$ cat config.mk
export PLATFORM = sky130hd
export DESIGN_NAME = zoom_reply_quantizer_core
export DESIGN_NICKNAME = d
export VERILOG_FILES = /design/src/rtl/zrq_pkg.sv /design/src/rtl/zoom_reply_quantizer_core.sv
export SDC_FILE = /design/constraint.sdc
export NUM_CORES = 1
export LEC_CHECK = 0
export BUFFER_PORTS_ARGS = -buffer_cell sky130_fd_sc_hd__buf_2
export CORE_MARGIN = 2
export CORE_UTILIZATION = 29
export DETAILED_ROUTE_END_ITERATION = 8
export SLEW_MARGIN = 20
export SYNTH_ARGS = -nofsm -noshare
export SYNTH_HDL_FRONTEND = slang
export SYNTH_SLANG_ARGS = --single-unit
$ cat constraint.sdc
create_clock -name clk -period 10.5 [get_ports clk]
set_input_delay 1.05 -clock clk [delete_from_list [all_inputs] [get_ports clk]]
set_output_delay 1.05 -clock clk [all_outputs]
set_load 0.005 [all_outputs]
$ cat src/rtl/zrq_pkg.sv
// Package with the zoom table, action and status codes, and the level search function.
package zrq_pkg;

	localparam int REPLY_BYTES = 7;
	localparam int TABLE_SIZE  = 41;
	localparam int LEVELS      = 41;
	localparam int LEVEL_COUNT = (LEVELS > TABLE_SIZE) ? TABLE_SIZE : LEVELS;
	localparam int LEVEL_W     = 6;
	localparam int COUNT_W     = 3;

	localparam logic [COUNT_W-1:0] HDR0_IDX = COUNT_W'(0);
	localparam logic [COUNT_W-1:0] HDR1_IDX = COUNT_W'(1);
	localparam logic [COUNT_W-1:0] TERM_IDX = COUNT_W'(REPLY_BYTES - 1);

	localparam logic [7:0]  HDR0_BYTE     = 8'h90;
	localparam logic [7:0]  HDR1_BYTE     = 8'h50;
	localparam logic [7:0]  TERM_BYTE     = 8'hFF;
	localparam logic [3:0]  NIB_MASK      = 4'hF;
	localparam logic [15:0] TIMEOUT_RESET = 16'd1000;
	localparam logic [15:0] TICKS_MAX     = 16'hFFFF;

	typedef logic [1:0] action_t;
	localparam action_t ACT_START = 2'd0;
	localparam action_t ACT_BYTE  = 2'd1;
	localparam action_t ACT_TICK  = 2'd2;

	typedef logic [1:0] status_t;
	localparam status_t ST_OK      = 2'd0;
	localparam status_t ST_BAD     = 2'd1;
	localparam status_t ST_TIMEOUT = 2'd2;

	typedef logic [LEVEL_W-1:0] level_t;

	localparam logic [15:0] ZOOM_TABLE [TABLE_SIZE] = '{
		16'h0000, 16'h16A1, 16'h2063, 16'h2628, 16'h2A1D, 16'h2D13, 16'h2F6D, 16'h3161,
		16'h330D, 16'h3486, 16'h35D7, 16'h3709, 16'h3820, 16'h3920, 16'h3A0A, 16'h3ADD,
		16'h3B9C, 16'h3C46, 16'h3CDC, 16'h3D60, 16'h3DD4, 16'h3E39, 16'h3E90, 16'h3EDC,
		16'h3F1E, 16'h3F57, 16'h3F8A, 16'h3FB6, 16'h3FDC, 16'h4000, 16'h6000, 16'h6A80,
		16'h7000, 16'h7300, 16'h7540, 16'h76C0, 16'h7800, 16'h78C0, 16'h7980, 16'h7A00,
		16'h7AC0
	};

	// The first entry at or above the position is chosen; a strictly nearer lower
	// neighbor wins, so a tie keeps the upper entry.
	function automatic level_t quantize(input logic [15:0] pos);
		level_t      idx;
		logic        found;
		logic [15:0] hi;
		logic [15:0] lo;
		logic [15:0] up;
		logic [15:0] dn;
		idx   = level_t'(LEVEL_COUNT - 1);
		found = 1'b0;
		for (int i = 0; i < LEVEL_COUNT; i++) begin
			if (!found && ZOOM_TABLE[i] >= pos) begin
				found = 1'b1;
				idx   = level_t'(i);
			end
		end
		if (found && idx != '0) begin
			hi = ZOOM_TABLE[idx];
			lo = ZOOM_TABLE[idx - level_t'(1)];
			up = hi - pos;
			dn = pos - lo;
			if (up > dn) begin
				idx = idx - level_t'(1);
			end
		end
		return idx;
	endfunction

endpackage

$ cat src/rtl/zoom_reply_quantizer_core.sv
// Zoom position reply decoder with header check, timeout and table quantization.
// Each item is held in the input register, and its result is then registered in the result register.
// Throughput: one item per cycle; the input register, state update and result register
// form a single pass, so back-to-back bytes and ticks are taken without gaps.
// A waiting result stalls the input only when the next item would also produce one.
// Reset (arst_n low) clears the reception state and loads the timeout register with 1000.
module zoom_reply_quantizer_core (
	input  logic             clk,
	input  logic             arst_n,
	input  logic             cfg_we,
	input  logic [15:0]      cfg_wdata,
	input  logic             req_valid,
	output logic             req_stall,
	input  zrq_pkg::action_t action,
	input  logic [7:0]       rx_byte,
	output logic             rsp_valid,
	input  logic             rsp_stall,
	output zrq_pkg::status_t status,
	output zrq_pkg::level_t  zoom_level,
	output logic [15:0]      position
);
	import zrq_pkg::*;

	logic               valid_s1;
	action_t            action_s1;
	logic [7:0]         byte_s1;

	logic [15:0]        timeout_q;
	logic               busy_q;
	logic [COUNT_W-1:0] byte_count_q;
	logic               header_ok_q;
	logic [15:0]        nibble_acc_q;
	logic [15:0]        idle_ticks_q;

	logic               busy_d;
	logic [COUNT_W-1:0] byte_count_d;
	logic               header_ok_d;
	logic [15:0]        nibble_acc_d;
	logic [15:0]        idle_ticks_d;
	logic [15:0]        ticks_inc;

	logic               res_gen;
	status_t            res_status;
	level_t             res_level;
	logic [15:0]        res_position;

	logic               out_valid_q;
	status_t            status_q;
	level_t             level_q;
	logic [15:0]        position_q;

	logic               advance;
	logic               out_free;

	assign out_free  = !out_valid_q || !rsp_stall;
	assign advance   = !valid_s1 || !res_gen || out_free;
	assign req_stall = !advance;

	assign ticks_inc = (idle_ticks_q == TICKS_MAX) ? idle_ticks_q : idle_ticks_q + 16'd1;

	always_comb begin
		busy_d       = busy_q;
		byte_count_d = byte_count_q;
		header_ok_d  = header_ok_q;
		nibble_acc_d = nibble_acc_q;
		idle_ticks_d = idle_ticks_q;
		res_gen      = 1'b0;
		res_status   = ST_OK;
		res_level    = '0;
		res_position = '0;
		if (valid_s1) begin
			if (action_s1 == ACT_START) begin
				busy_d       = 1'b1;
				byte_count_d = '0;
				header_ok_d  = 1'b1;
				nibble_acc_d = '0;
				idle_ticks_d = '0;
			end else if (busy_q && action_s1 == ACT_BYTE) begin
				idle_ticks_d = '0;
				byte_count_d = byte_count_q + COUNT_W'(1);
				if (byte_count_q == HDR0_IDX) begin
					header_ok_d = header_ok_q && (byte_s1 == HDR0_BYTE);
				end else if (byte_count_q == HDR1_IDX) begin
					header_ok_d = header_ok_q && (byte_s1 == HDR1_BYTE);
				end else if (byte_count_q < TERM_IDX) begin
					nibble_acc_d = {nibble_acc_q[11:0], byte_s1[3:0] & NIB_MASK};
				end else begin
					header_ok_d  = header_ok_q && (byte_s1 == TERM_BYTE);
					busy_d       = 1'b0;
					byte_count_d = '0;
					res_gen      = 1'b1;
					res_position = nibble_acc_q;
					if (header_ok_d) begin
						res_status = ST_OK;
						res_level  = quantize(nibble_acc_q);
					end else begin
						res_status = ST_BAD;
					end
				end
			end else if (busy_q && action_s1 == ACT_TICK) begin
				idle_ticks_d = ticks_inc;
				if (ticks_inc >= timeout_q) begin
					busy_d       = 1'b0;
					byte_count_d = '0;
					idle_ticks_d = '0;
					res_gen      = 1'b1;
					res_status   = ST_TIMEOUT;
				end
			end
		end
	end

	always_ff @(posedge clk or negedge arst_n) begin
		if (!arst_n) begin
			timeout_q <= TIMEOUT_RESET;
		end else if (cfg_we) begin
			timeout_q <= cfg_wdata;
		end
	end

	always_ff @(posedge clk or negedge arst_n) begin
		if (!arst_n) begin
			valid_s1 <= 1'b0;
		end else if (advance) begin
			valid_s1 <= req_valid;
		end
	end

	always_ff @(posedge clk) begin
		if (advance && req_valid) begin
			action_s1 <= action;
			byte_s1   <= rx_byte;
		end
	end

	always_ff @(posedge clk or negedge arst_n) begin
		if (!arst_n) begin
			busy_q       <= 1'b0;
			byte_count_q <= '0;
			header_ok_q  <= 1'b1;
			nibble_acc_q <= '0;
			idle_ticks_q <= '0;
		end else if (advance) begin
			busy_q       <= busy_d;
			byte_count_q <= byte_count_d;
			header_ok_q  <= header_ok_d;
			nibble_acc_q <= nibble_acc_d;
			idle_ticks_q <= idle_ticks_d;
		end
	end

	always_ff @(posedge clk or negedge arst_n) begin
		if (!arst_n) begin
			out_valid_q <= 1'b0;
		end else if (valid_s1 && res_gen && out_free) begin
			out_valid_q <= 1'b1;
		end else if (!rsp_stall) begin
			out_valid_q <= 1'b0;
		end
	end

	always_ff @(posedge clk) begin
		if (valid_s1 && res_gen && out_free) begin
			status_q   <= res_status;
			level_q    <= res_level;
			position_q <= res_position;
		end
	end

	assign rsp_valid  = out_valid_q;
	assign status     = status_q;
	assign zoom_level = level_q;
	assign position   = position_q;

`ifndef SYNTHESIS
	a_idle_count_zero: assert property (@(posedge clk) disable iff (!arst_n)
		!busy_q |-> byte_count_q == '0)
		else $error("byte count nonzero while idle");

	a_count_range: assert property (@(posedge clk) disable iff (!arst_n)
		byte_count_q <= TERM_IDX)
		else $error("byte count beyond the terminator");

	a_timeout_fields: assert property (@(posedge clk) disable iff (!arst_n)
		rsp_valid && status == ST_TIMEOUT |-> zoom_level == '0 && position == '0)
		else $error("timeout result carries nonzero fields");

	a_level_range: assert property (@(posedge clk) disable iff (!arst_n)
		rsp_valid && status == ST_OK |-> zoom_level < level_t'(LEVEL_COUNT))
		else $error("zoom level outside the table");

	a_result_from_busy: assert property (@(posedge clk) disable iff (!arst_n)
		valid_s1 && res_gen |-> busy_q && !busy_d)
		else $error("result produced outside a reply");
`endif

endmodule

==> reports/qor.log <==
INFO  status         run_status=complete, no violations
INFO  yosys          mappedNetlistNets=1304
INFO  sta            maxSlewViolCount=0
INFO  floorplanning  floorplan.die.height=184.2microns
INFO  sta            worst_clock_skew=0.01376ns
INFO  floorplanning  initial_utilization=29.61%
INFO  sta            period_minus_slack=9.705ns
INFO  clock_network  worst_skew_pair.late_latency=0.36ns
INFO  cells_and_area layout-drive-gt1-share=11.82%
INFO  setup_path     cp_data_arrival_time=9.84ns
INFO  sta            slew_at_the_pin_closest_to_its_max_slew_limit=0.9705ns
INFO  floorplanning  fp.dieW=184.2microns
INFO  sta            grt_setup_unrepaired=false
INFO  yosys          synth_cells=1193
INFO  sta            final-setup-viol-count=0
INFO  yosys          dominantRegCellSynth=dfrtp_1
INFO  clock_network  post_cts_buffers=0
INFO  yosys          synth_enable_flop_cells=34
INFO  clock_network  htreeDepth=3
INFO  setup_path     crit_top_cell=a21oi_1
INFO  cells_and_area antennaDiodeCount=0
INFO  sta            timing.fmax=0.1030GHz
INFO  drt            route.detailed.wl_per_inst=19.05microns
INFO  setup_path     timing.critical_path.fanout_max=25
INFO  drt            remaining_drc_errors=0
INFO  clock_network  root_buffer=clkbuf_16
INFO  yosys          syn_area_per_cell=7.893squm
INFO  sta            slew-limit-headroom=34.80%
INFO  grt            global_route_wire_length_before_repair=49650microns
INFO  hold_path      number_of_stages_on_the_worst_hold_path=2
INFO  setup_path     startpoint_type=flip-flop
INFO  clock_network  cts_made_buffers=9
INFO  yosys          yosys_warning_count=0
INFO  clock_network  numClockSinks=89
INFO  floorplanning  num_rows=65
INFO  clock_network  resized_gates_after_cts=0
INFO  cells_and_area num-fill-cells=3410
INFO  sta            worst_slack=0.7951ns
INFO  setup_path     crit_slowest_cell=nor4_4
INFO  sta            tns=0ns
INFO  setup_path     worst_path_dominant_cell_family=compound AO/OA/AOI/OAI gates
INFO  setup_path     cp.buffers_inverters=3
INFO  yosys          synth.cell_area=9417squm
INFO  floorplanning  dieArea=33930squm
INFO  floorplanning  num_io_pins=57
INFO  cells_and_area area_growth_syn_to_layout=8.650%
INFO  place          routabilityCongestion=0.9677
INFO  yosys          synth.ff_latch_count=89
INFO  grt            overflow=0
INFO  setup_path     criticalPathCategory=reg2reg
INFO  place          port-buffer-count=56
INFO  sta            report.final.hold_viol_count=0
INFO  hold_path      hp-class=reg2reg
INFO  grt            first_global_vias=8836
INFO  hold_path      min_to=timeout_q[8]
INFO  clock_network  tritoncts=built
INFO  drt            route.vias.total=9253
INFO  sta            fin_crit_sh=92.43%
INFO  yosys          async_flop_share=61.80%
INFO  drt            postRouteWirelength=31160microns
INFO  setup_path     worst_setup_path_end_kind=flip-flop
INFO  clock_network  clkTransAtPathRegs=0.07ns
INFO  yosys          synth_area_leader_cell=dfrtp_1
INFO  drt            post_detailed_route_count_of_antenna_violating_nets=0
INFO  floorplanning  fp.coreArea=31800squm
INFO  place          place.detailed.hpwl=23400microns
INFO  yosys          synth_area_leaders=dfrtp_1, edfxtp_1, ha_1, nand2_1, o21ai_0
INFO  grt            grt_antenna_before_repair=0
INFO  setup_path     worstReg2RegStart=nibble_acc_q[4]
INFO  setup_path     regToRegEndpoint=zoom_level[1]
INFO  setup_path     ff2ff_path_depth=36
INFO  grt            groute.usage.overall=18.74%
INFO  place          place_worst_setup_slack=0.9963ns
INFO  yosys          synth.lib_cells_used.distinct=103
INFO  hold_path      hold_path.startpoint=timeout_q[8]
INFO  yosys          synth.top_cell.area_share=12.76%
INFO  drt            drt_iter0_markers=1144
INFO  drt            drt-pass1-iter-count=5
INFO  clock_network  cts.path.max_buffers=2
INFO  setup_path     timing.critical_path.slowest_cell_delay=0.84ns
INFO  setup_path     crit_required=10.64ns
INFO  yosys          synth.yosys.seq_area_share=25.55%
INFO  setup_path     setup.reg_to_reg.worst_slack=0.80ns
INFO  clock_network  ctsHoldBuffers=0
INFO  cells_and_area nets=1307
INFO  drt            detail_route.vias_per_cell=5.656
INFO  grt            largest_net_degree_at_the_start_of_global_routing=56
INFO  run            drv_cap=0
[final cells by class]
class | count | area [sq um] | share of cell area [%]
Sequential cell | 89 | 2406 | 23.52
Tap cell | 435 | 544.3 | 5.320
Clock buffer | 9 | 225.2 | 2.201
Clock inverter | 7 | 52.55 | 0.5136
Timing Repair Buffer | 70 | 385.4 | 3.767
Inverter | 73 | 274.0 | 2.678
Multi-Input combinational cell | 953 | 6344 | 62.00
[kinds of logic (layout without fill, tap and decap cells)]
logic type / Yosys count / in the layout / synth area share [%]
AOI/OAI and AO/OA: 381 / 381 / 27.58
DFF: 89 / 89 / 25.55
xor gates and xnor gates: 45 / 45 / 4.584
buffers and inverters: 151 / 159 / 7.162
muxes: 10 / 10 / 1.143
and+or+nand+nor: 437 / 437 / 23.19
adders and majority gates: 80 / 80 / 10.79
[per-layer routing]
metal / part of all wire [%] / track usage [%] / routed length (microns) / up-vias
met5: 0 / 0 / 0 / -
met4: 3.3 / 7.072 / 1026 / 0
met3: 9.0 / 4.446 / 2796 / 69
met2: 43 / 28.77 / 13450 / 436
met1: 45 / 25.45 / 13890 / 4346
li1: - / - / - / 4402
[how the worst max path moves through the flow]
stage	depth (start not counted)	slack, ns	from	end
2_1_floorplan	41	1.73	nibble_acc_q[1]	zoom_level[4]
3_3_place_gp	36	1.11	nibble_acc_q[4]	zoom_level[4]
3_5_place_dp	36	1.0	nibble_acc_q[4]	zoom_level[1]
4_1_cts	36	0.93	nibble_acc_q[4]	zoom_level[1]
5_1_grt	36	0.05	nibble_acc_q[4]	zoom_level[1]
6_report	36	0.80	nibble_acc_q[4]	zoom_level[1]
[state kept, by name, indices dropped and copies added (netlist names), 2 cells and up]
signal,count
idle_ticks_q,16
nibble_acc_q,16
position,16
timeout_q,16
byte_s1,8
zoom_level,6
byte_count_q,3
action_s1,2
status,2
[stage by stage]
stage	hold WS [ns]	cell area, sq um	utilization (%)	std cells
final	0.5156	10230	32.17	1636
after CTS	0.5189	10230	32.16	1636
after global placement	0.5020	9948	31.28	1620
after floorplan	0.4799	9417	-	1193
after global routing	0.5528	10230	32.17	1636
after detailed placement	0.5100	9948	31.28	1620
[synth_stat cells, types with 22 or more instances]
master	number
inv_1	70
ha_1	78
nor3_1	22
xnor2_1	33
o21ai_0	99
clkbuf_1	33
dfrtp_1	48
buf_2	29
nor2_1	108
a21oi_1	73
a31oi_1	23
edfxtp_1	34
nand2_1	147
nand3_1	43
[layout by cell type (no fill, tap or decap), types with 8 or more instances in the layout]
cell type	instances
and2_1	9
nand4_1	17
a31oi_1	23
nor3_1	22
nand2b_1	8
o21a_1	14
o21ai_0	99
buf_2	56
nand3_1	42
nor2b_1	13
buf_4	14
clkbuf_16	9
nor4_1	9
inv_1	70
xnor2_1	33
dfrtp_1	48
edfxtp_1	34
a211oi_1	21
a21o_1	17
o211ai_1	17
nand2_1	147
o2111ai_1	8
and3_1	8
ha_1	78
nor2_1	107
o311ai_0	10
a21oi_1	73
xor2_1	10
o31ai_1	8
[worst register-to-register path, delay by kind of cell (launching register included)]
kind	cells	cell delay, ns
muxes	1	0.20
AOI/OAI and AO/OA	18	3.70
DFF	1	0.67
and+or+nand+nor	9	2.68
buffers and inverters	3	0.62
adders and majority gates	4	1.51
xor gates and xnor gates	1	0.09
Power is left out: the tool's default activity adds up to more than one toggle a clock period on the data nets, which glitch-free logic cannot reach.
